==> src/skv_bound_enc.sv <==
// One-hot to binary encoder for the boundary position in the cell row.
// Depends on nothing but its parameters.
`timescale 1ns / 1ps

module skv_bound_enc #(
  parameter int N = 257,
  parameter int W = 9
) (
  input  logic [N-1:0] onehot,
  output logic [W-1:0] idx
);

  always_comb begin
    idx = '0;
    for (int i = 0; i < N; i++) begin
      if (onehot[i]) begin
        idx = idx | W'(i);
      end
    end
  end

endmodule

==> config.mk <==
export PLATFORM = sky130hd
export DESIGN_NAME = skv_bound_enc
export DESIGN_NICKNAME = d
export VERILOG_FILES = /design/src/skv_bound_enc.sv
export SDC_FILE = /design/constraint.sdc
export NUM_CORES = 1
export LEC_CHECK = 0
export ABC_AREA = 0
export CAP_MARGIN = 20
export CORE_AREA = 2 2 104 106
export DETAILED_ROUTE_END_ITERATION = 8
export DIE_AREA = 0 0 106 108
export DONT_BUFFER_PORTS = 1
export GPL_TIMING_DRIVEN = 0
export PLACE_DENSITY = 0.3
export REMOVE_ABC_BUFFERS = 1
export SLEW_MARGIN = 30
export SYNTH_ARGS = -nofsm -noshare
export SYNTH_HDL_FRONTEND = slang
export SYNTH_SLANG_ARGS = --single-unit
==> constraint.sdc <==
create_clock -name vclk -period 1.74
set_input_delay 0.087 -clock vclk [all_inputs]
set_output_delay 0.087 -clock vclk [all_outputs]
set_load 0.1 [all_outputs]
==> flow_summary.yaml <==
status:
  status: "finished clean"
timing:
  hold_viol: 0
  setup_ws_ns: 0.03675
  period_share_pct: 97.89
  finalCriticalPeriod_ns: 1.703
  setup-violations-final: 0
  slew_headroom_pct: 50.67
  tns_ns: 0
  drv_slew: 0
  hold_slack_ns: 0.1748
  max_slew.worst_pin.slew_ns: 0.7331
  max_freq_mhz: 587.1
worst_setup_path:
  start_kind: "input pin"
  endpoint_kind: "output port"
  worstPathArrival_ns: 1.62
  critPathMaxFanout: 2
  worstSetupPathType: "in -> out"
  cp.required_ns: 1.65
power:
  switching_share_pct: 51.56
  p_sw_uw: 60.30
  peakVddDrop_v: 0.00001779
  power.internal_uw: 56.65
  seq_power_share_pct: 0
  power_frac_comb_pct: 100.0
  power.density_nw_per_um2: 61.17
  clkPwrFrac_pct: 0
  p_leak_uw: 0.0002073
placed_design:
  pre_cts_slack_ns: -0.6199
  io_buffers: 0
  placement.cell_area_sq_um: 1464
  place_hpwl_mm: 13.00
  gp_congestion: 0.8768
cells_and_area:
  layout-drive-gt1-share_pct: 29.19
  seq_area_sq_um: 0
  num_antenna_cells: 0
  clkbuf_count: 0
  area_growth_pct: 57.20
  flops_and_latches: 0
  final_cell_area_sq_um: 1912
  layout.nets: 468
synth:
  synthMuxAreaShare_pct: 0
  yosys.area_share.simple_pct: 99.38
  ys_warn_count: 0
  yosysTopAreaCell: "nor4_1"
  synth_most_common_cell: "nor4_1"
  ys_seq_area_share_pct: 0
  netlist_area_sq_um: 1216
  synth_cells: 206
  synthTopCellsByCount: "nor4_1 (117), nand4_1 (30), nand3_1 (16), nor3_1 (15), nor2_1 (13)"
  synthTopCellsByArea: "nor4_1 (60%), nand4_1 (15%), nand3_1 (6.6%)"
  synth_top_area_share_pct: 60.19
  synth.distinct_cells: 9
  synthXorXnorAreaFrac_pct: 0
  synth_fa_ha_area_share_pct: 0
  synth_top_family_by_area: "simple AND/OR/NAND/NOR gates"
  synth-compound-area-share_pct: 0
  syn_area_per_cell_sq_um: 5.904
routing:
  met2_length_mm: 6.651
  wl_per_cell_um: 40.55
  drtIter0Drc: 117
  wl_met1_mm: 5.420
  dr_wl_met3_mm: 1.066
  drt-total-wl_mm: 13.99
  drc_errors: 0
  top_layer_used: "met4"
  dr.pass1.iters: 4
  vias_per_cell: 6.684
  vias: 2306
  postRouteAntennaNets: 0
floorplanning:
  dieArea_sq_um: 11450
  die_h_um: 108
  fp-row-count: 37
  die_w_um: 106
  boundaryPins: 266
  coreArea_sq_um: 10230
  initial_core_util_pct: 11.89
grt:
  grt.overflow.total: 0
  grt_use_total_pct: 22.70
  antenna_found_initial: 0
  grt_pass1_wl_mm: 18.02
  grt_max_degree: 4
  grt_pass1_vias: 2715
job:
  cap_violations: 0
clock_tree:
  ctsHoldBuffers: 0
min_path:
  hold_class: "in -> out"
## cell families after synthesis
family                 after synthesis
buffers and inverters                1
and+or+nand+nor                    205
## metrics by stage
stage                     power (uW)  util, %  cells
after floorplan                62.05        -    205
after global placement         100.6    13.48    341
after global routing           125.7    18.69    345
after detailed placement       101.4    14.31    343
final                          116.9    18.69    345
after CTS                      113.4    17.72    344
## cell type report
class / count / area (sq um)
Timing Repair Buffer: 4 / 70.07
Multi-Input combinational cell: 205 / 1672
Fill cell: 1162 / 8319
Tap cell: 136 / 170.2
## worst max-delay path, stage by stage
cell     delay, ns
nor4_1        0.50
nand4_1       0.22
nor3_1        0.30
nand4_1       0.26
buf_16        0.25
## routing by layer
layer | GRT usage (%) | up-vias
met2 | 39.49 | 195
met3 | 4.280 | 33
met4 | 11.37 | 0
met5 | 0 | -
met1 | 26.77 | 1116
li1 | - | 962
## power groups by stage
stage	registers, uW	clock network, uW	logic, uW
finish	0	0	117
detailed placement	0	0	101
CTS	0	0	113
global route	0	0	126
floorplan	0	0	62.1
global placement	0	0	101
## cell usage in the layout, fill, tap and decap left out, types with 2 or more instances in the layout
cell	instances
nand2_1	10
nand4_1	30
nor4_4	11
nand3_4	6
nor3_1	13
nor4_2	37
nor4_1	72
buf_4	2
nor3_2	2
nand3_1	10
nor2_1	13
buf_16	2
## path summary, 6_finish.rpt
path / start / end / slack (ns) / depth (start not counted)
min: onehot[256] / idx[8] / 0.17 / 0
max: onehot[208] / idx[7] / 0.04 / 5
## what timing repair did
| action | in CTS | in global routing |
|---|---|---|
| gates resized for setup | 51 | 13 |
| setup buffers | 1 | 1 |
| pin swaps | 9 | 3 |
| setup endpoints to repair | 8 | 8 |
Power figures use the tool's default switching activity.
