`config.mk`:
```
export PLATFORM = sky130hd
export DESIGN_NAME = skv_cell
export DESIGN_NICKNAME = d
export VERILOG_FILES = /design/src/skv_pkg.sv /design/src/skv_cell.sv
export SDC_FILE = /design/constraint.sdc
export NUM_CORES = 1
export LEC_CHECK = 0
export BUFFER_PORTS_ARGS = -buffer_cell sky130_fd_sc_hd__clkbuf_2
export CORE_AREA = 2 2 115 117
export CTS_BUF_LIST = sky130_fd_sc_hd__clkbuf_16
export DETAILED_ROUTE_END_ITERATION = 16
export DIE_AREA = 0 0 117 119
export GPL_ROUTABILITY_DRIVEN = 0
export PLACE_DENSITY = 0.76
export RECOVER_POWER = 25
export SETUP_SLACK_MARGIN = 0.05
export SLEW_MARGIN = 20
export SYNTH_ARGS = -nofsm -noshare
export SYNTH_HDL_FRONTEND = slang
export SYNTH_SLANG_ARGS = --single-unit
```
`constraint.sdc`:
```
create_clock -name clk -period 6.7 [get_ports clk]
set_clock_uncertainty 0.05 [all_clocks]
set_input_delay 1.005 -clock clk [delete_from_list [all_inputs] [get_ports clk]]
set_output_delay 1.005 -clock clk [all_outputs]
set_load 0.01 [all_outputs]
```
`src/skv_pkg.sv`:
```
// Shared types and codes for the sorted key/value list unit.
// No dependencies; imported by every module of the block but skv_bound_enc.
`timescale 1ns / 1ps

package skv_pkg;

  typedef enum logic [2:0] {
    OP_INSERT   = 3'd0,
    OP_DELETE   = 3'd1,
    OP_GET      = 3'd2,
    OP_SET      = 3'd3,
    OP_CONTAINS = 3'd4,
    OP_INDEX    = 3'd5,
    OP_SIZE     = 3'd6
  } skv_op_t;

  localparam logic [1:0] ST_OK     = 2'd0;
  localparam logic [1:0] ST_BADPOS = 2'd1;
  localparam logic [1:0] ST_FULL   = 2'd2;

  typedef struct packed {
    logic [2:0]         op;
    logic signed [31:0] key;
    logic signed [31:0] value;
    logic [7:0]         pos;
  } skv_in_t;

  typedef struct packed {
    logic [1:0]         status;
    logic signed [31:0] key_out;
    logic signed [31:0] value_out;
    logic               found;
    logic [7:0]         first_match_res;
    logic [8:0]         match_count;
    logic [8:0]         entry_total;
  } skv_out_t;

  typedef struct packed {
    logic signed [31:0] key;
    logic signed [31:0] value;
  } skv_entry_t;

  typedef enum logic [1:0] {
    CM_HOLD   = 2'd0,
    CM_INSERT = 2'd1,
    CM_DELETE = 2'd2
  } skv_cell_mode_t;

  typedef struct packed {
    skv_cell_mode_t mode;
    logic           vld;
    logic           at_end;
    logic           from_pos;
  } skv_cell_ctl_t;

endpackage

```
`src/skv_cell.sv`:
```
// One storage cell of the sorted list: holds one entry, compares it with
// the search key and shifts towards either neighbour. Depends on skv_pkg.
`timescale 1ns / 1ps

module skv_cell (
  input  logic                  clk,
  input  skv_pkg::skv_cell_ctl_t ctl,
  input  logic signed [31:0]    cmp_key,
  input  skv_pkg::skv_entry_t   new_entry,
  input  skv_pkg::skv_entry_t   left_entry,
  input  skv_pkg::skv_entry_t   right_entry,
  input  logic                  p_left,
  output skv_pkg::skv_entry_t   entry,
  output logic                  p,
  output logic                  lt,
  output logic                  le
);
  import skv_pkg::*;

  skv_entry_t entry_r;
  skv_entry_t entry_nxt;

  always_comb begin
    lt = ctl.vld && (entry_r.key < cmp_key);
    le = ctl.vld && (entry_r.key <= cmp_key);
    p  = (ctl.vld && (entry_r.key >= cmp_key)) || ctl.at_end;
  end

  always_comb begin
    entry_nxt = entry_r;
    case (ctl.mode)
      CM_INSERT: begin
        if (p) begin
          entry_nxt = p_left ? left_entry : new_entry;
        end
      end
      CM_DELETE: begin
        if (ctl.from_pos) begin
          entry_nxt = right_entry;
        end
      end
      default: begin
        entry_nxt = entry_r;
      end
    endcase
  end

  always_ff @(posedge clk) begin
    entry_r <= entry_nxt;
  end

  assign entry = entry_r;

endmodule

```
==> results.json, run 1 <==
{
  "status": "finished, violations left",
  "violations": "max-capacitance violations, max-slew violations",
  "ys_types": 34,
  "relSlewSlack_pct": -45.5,
  "end_kind": "output port",
  "grt_setup_unrepaired": "false",
  "netSwitchingPower_w": 0.000318,
  "power.total_w": 0.00121,
  "clkLatencyLatePin_ns": 0.32,
  "clk_path_buf_depth": 2,
  "yosysTopAreaCellShare_pct": 46.7,
  "path_clk_slew_ns": 0.05,
  "grt_pass1_wl_um": 18000,
  "root_buffer": "clkbuf_16",
  "dr.first_iter.drc_count": 134,
  "leakagePower_nw": 3.00,
  "gr-total-overflow": 0,
  "hpwlAfterDp_um": 9830,
  "die_h_um": 119,
  "hold_path_class": "in2reg",
  "htreeDepth": 3,
  "tightest_slew_ns": 2.18,
  "drc": 0,
  "pwr-share-seq_pct": 41.5,
  "hold_viol_final": 0,
  "ios": 298,
  "drive_gt1_share_pct": 40.4,
  "period_share_pct": 60.1,
  "dieArea_um2": 13900,
  "ys_warn_count": 0,
  "fmax_mhz": 248,
  "clock-sinks": 64,
  "drv_slew": 60,
  "area_growth_pct": 46.3,
  "holdBufCountCts": 0,
  "crit_path_start_kind": "primary input",
  "numCtsBuffers": 9,
  "syn_area_um2": 4120,
  "vias_per_cell": 4.52,
  "dieWidth_um": 117,
  "drt_first_pass_iters": 4,
  "route.vias.total": 3947,
  "cp.arrival_ns": 2.97,
  "ys_ff_latch": 64,
  "antenna_left": 0,
  "port_buffers": 297,
  "r2r_setup_slack_ns": 3.65,
  "postCtsSetupBuffers": 0,
  "p_per_area_nw_per_um2": 201,
  "yosys-top-cells-area": "edfxtp_1 47%, mux2i_1 16%, ha_1 9.7%",
  "cp.required_ns": 5.64,
  "grt_pass1_vias": 3810,
  "layout.nets": 956,
  "yosysTopAreaCell": "edfxtp_1",
  "post_cts_resized": 0,
  "cp_max_fo": 4,
  "synth_seq_area_share_pct": 46.7,
  "diodes": 0,
  "largest_reg_flops": 64,
  "num_rows": 42,
  "wl_per_cell_um": 13.5,
  "cts_tree": "built",
  "setup_tns_ns": 0,
  "grt_start_max_net_pins": 72,
  "syn_nets": 664,
  "post-route-util_pct": 46.8,
  "max_cap_viol_count": 1,
  "clkPwrFrac_pct": 36.9,
  "internal_power_w": 0.000896,
  "period_minus_slack_ns": 4.03,
  "p_comb_share_pct": 21.6,
  "crit_type": "in2out",
  "syn_avg_cell_area_um2": 10.3,
  "p_sw_share_pct": 26.2,
  "setup_viol": 0,
  "start_util_pct": 32.0,
  "finalWirelength_um": 11800,
  "syn_inst": 401,
  "track_usage_pct": 16.6,
  "core_area_um2": 12900,
  "antenna_found_initial": 0,
  "irDropWorstVdd_v": 0.0000934
}
[stage by stage]
stage,setup slack [ns],area (um^2),cells,hold slack (ns)
2_1_floorplan,1.14,4120,401,1.14
3_3_place_gp,2.65,5790,858,1.23
3_5_place_dp,2.60,5790,858,1.23
4_1_cts,2.60,6080,874,0.892
5_1_grt,2.48,6030,874,0.904
6_report,2.67,6030,874,0.908
[layer usage]
| layer | vias to the layer above | wire [um] | GRT usage [%] |
|---|---|---|---|
| met5 | - | 0 | 0 |
| met4 | 0 | 123 | 4.41 |
| met3 | 9 | 878 | 3.61 |
| met2 | 175 | 5970 | 30.1 |
| met1 | 1728 | 4810 | 19.6 |
| li1 | 2035 | - | - |
[cell type report]
class,instances,area (um^2)
tap,176,220
inverter,33,124
sequential,64,1920
fill,1255,6850
clock inverter,7,63.8
timing repair buffer,302,1470
clock buffer,9,225
multi-input combinational,283,2000
[Yosys cell counts]
cell / n
a21o_1: 3
a21oi_1: 11
a221oi_1: 1
a221oi_2: 1
a2bb2oi_1: 1
a31oi_2: 1
and2_1: 1
and3_1: 1
buf_1: 2
buf_2: 9
clkbuf_1: 10
edfxtp_1: 64
ha_1: 32
inv_1: 33
mux2i_1: 64
nand2_1: 72
nand2b_1: 2
nand3_1: 3
nand3b_1: 1
nand4_1: 5
nand4_2: 1
nor2_1: 2
nor2b_1: 2
nor3_1: 1
nor4_1: 1
nor4_2: 1
o211a_1: 1
o21ai_0: 69
o21ai_1: 1
o21ba_2: 1
o22ai_2: 1
o2bb2ai_1: 1
o311ai_1: 1
o31ai_2: 1
[cells in the final DEF (no fill, tap or decap), types with 5 or more instances in the layout]
master and n:
clkbuf_1 41, mux2i_1 64, a21oi_1 11, ha_1 32, nand2_1 72, inv_1 34, clkbuf_2 256, clkbuf_16 9
nand4_1 5, buf_4 5, o21ai_0 69, edfxtp_1 64
[path summary, 6_finish.rpt]
path,to,depth (start not counted),startpoint
worst min register to register,entry[61],5,entry[63]
worst min-delay path,entry[58],3,right_entry[58]
worst max register to register,entry[35],8,entry[61]
worst max-delay path,p,10,cmp_key[29]
[logic make-up after synthesis]
logic type / after synthesis / synth area share, %
AOI/OAI and AO/OA: 94 / 13.0
adders and majority gates: 32 / 9.72
buffers and inverters: 54 / 5.20
DFF: 64 / 46.7
muxes: 64 / 15.6
and+or+nand+nor: 93 / 9.85
[worst max-delay path: stages]
cell and delay (ns):
clkbuf_2 0.07, inv_1 0.03, ha_1 0.30, nand3_1 0.13, nor3_1 0.34, nand2_1 0.23, a31oi_2 0.25, o22ai_2 0.18
o21ai_0 0.24, clkbuf_2 0.18
[power groups by stage]
stage                     logic [W]  clock network [W]  registers [W]
after floorplan            0.000118                  0       0.000529
after global placement     0.000264                  0       0.000511
after detailed placement   0.000270                  0       0.000512
after CTS                  0.000271           0.000464       0.000504
after global routing       0.000294           0.000481       0.000507
final                      0.000262           0.000448       0.000503
Power figures use the tool's default switching activity.
==> inputs of run 2 (changes only) <==
clock period = 4.1 ns   (was 6.7 ns; I/O delays follow)
==> run 2 against run 1 <==
Net effect: the run now ends clean; sequential share of layout area is essentially flat; clock-buffer cell count unchanged; register-to-register slack worse by 2.5 ns; routed wire length fell by 0.53%; non-clock buffer count stayed put; final area rose by 0.10%; critical path depth decreased by 2; sequential cell count is the same; sequential power up 63%; global-route usage up 0.085 points.
==> results.json, run 2 (synthesized netlist as in run 1, its figures left out) <==
{
  "dr.first_iter.drc_count": 119,
  "crit_path_start_kind": "register",
  "post_cts_resized": 0,
  "leakagePower_nw": 2.98,
  "antenna_left": 0,
  "drive_gt1_share_pct": 39.5,
  "grt_pass1_wl_um": 17900,
  "hpwlAfterDp_um": 9890,
  "place_area_um2": 5800,
  "numCtsBuffers": 9,
  "holdBufCountCts": 0,
  "clock-sinks": 64,
  "clk_path_buf_depth": 2,
  "dieArea_um2": 13900,
  "setup_viol": 0,
  "grt_pass1_vias": 3698,
  "dieWidth_um": 117,
  "postCtsSetupBuffers": 0,
  "vias_per_cell": 4.49,
  "r2r_cells": 8,
  "track_usage_pct": 16.7,
  "tightest_slew_ns": 0.652,
  "fmax_mhz": 303,
  "core_area_um2": 12900,
  "antenna_found_initial": 0,
  "drt_first_pass_iters": 5,
  "period_share_pct": 80.5,
  "final_area_um2": 6030,
  "diodes": 0,
  "clkLatencyLatePin_ns": 0.32,
  "max_cap_viol_count": 0,
  "post-route-util_pct": 46.9,
  "status": "complete, no violations",
  "cts_tree": "built",
  "drv_slew": 0,
  "setup_tns_ns": 0,
  "p_per_area_nw_per_um2": 330,
  "wl_per_cell_um": 13.4,
  "crit_type": "reg2out",
  "start_util_pct": 32.0,
  "route.vias.total": 3927,
  "cp.arrival_ns": 2.64,
  "gr-total-overflow": 0,
  "finalNonFillerCells": 874,
  "ios": 298,
  "num_rows": 42,
  "cp_max_fo": 4,
  "largest_reg_flops": 64,
  "period_minus_slack_ns": 3.30,
  "grt_setup_unrepaired": "false",
  "hold_path_class": "in2reg",
  "relSlewSlack_pct": 56.4,
  "grt_start_max_net_pins": 101,
  "drc": 0,
  "cp.required_ns": 3.43,
  "layout.nets": 956,
  "die_h_um": 119,
  "path_clk_slew_ns": 0.06,
  "root_buffer": "clkbuf_16",
  "area_growth_pct": 46.5,
  "dp_cells": 858,
  "htreeDepth": 3,
  "irDropWorstVdd_v": 0.000188,
  "finalWirelength_um": 11700,
  "port_buffers": 297,
  "mostFrequentLayoutCells": "248 x clkbuf_2, 72 x nand2_1, 69 x o21ai_0",
  "hold_viol_final": 0,
  "end_kind": "output port",
  "whs_path_depth": 3,
  "final_common_cell": "clkbuf_2"
}
## run 2: changes by cell type in the layout (fill, tap and decap cells not counted)
cell / before / now
clkinv_4: 2 / 1
clkbuf_2: 256 / 248
buf_12: 0 / 1
clkinv_1: 2 / 1
clkinv_2: 1 / 2
clkbuf_1: 41 / 48
clkinvlp_4: 0 / 1
## run 2: routing by layer
layer / vias up / track usage (%) / routed length (um)
met5: - / 0 / 0
met4: 0 / 6.47 / 222
met3: 16 / 2.70 / 725
met2: 164 / 29.1 / 5840
met1: 1713 / 20.4 / 4930
li1: 2034 / - / -
## run 2: where the power goes
part / leakage [nW] / internal, W / switching [W]
registers: 0.610 / 0.000799 / 0.0000230
logic: 2.23 / 0.000199 / 0.000228
clock network: 0.144 / 0.000465 / 0.000277
## run 2: worst max-delay path, cell delays in order, from the launching register on
cell and delay [ns]:
edfxtp_1 0.40, ha_1 0.32, nand3_1 0.14, nor3_1 0.34, nand2_1 0.25, a31oi_2 0.26, o22ai_2 0.17, o21ai_0 0.25
clkbuf_2 0.18
## run 2: path summary, 6_finish.rpt
| path | from | end | slack, ns |
|---|---|---|---|
| setup / recovery | entry[62] | p | 0.80 |
| hold / removal | right_entry[9] | entry[9] | 0.51 |
| setup reg to reg | entry[62] | entry[33] | 1.11 |
| hold reg to reg | entry[63] | entry[59] | 1.33 |
## run 2: metrics by stage
stage | setup slack, ns | hold slack, ns | total power, W
after global routing | 0.562 | 0.507 | 0.00210
after detailed placement | 0.690 | 0.844 | 0.00128
after floorplan | 0.137 | 0.752 | 0.00106
final | 0.798 | 0.510 | 0.00199
after CTS | 0.727 | 0.496 | 0.00203
after global placement | 0.731 | 0.841 | 0.00127
## run 2: cell type report
class	count	area, um^2
flip-flops and latches	64	1920
inverters	33	124
clock inverters	7	63.8
well taps	176	220
multi-input cells	283	2000
repair buffers	302	1480
clock buffers	9	225
fillers	1272	6840
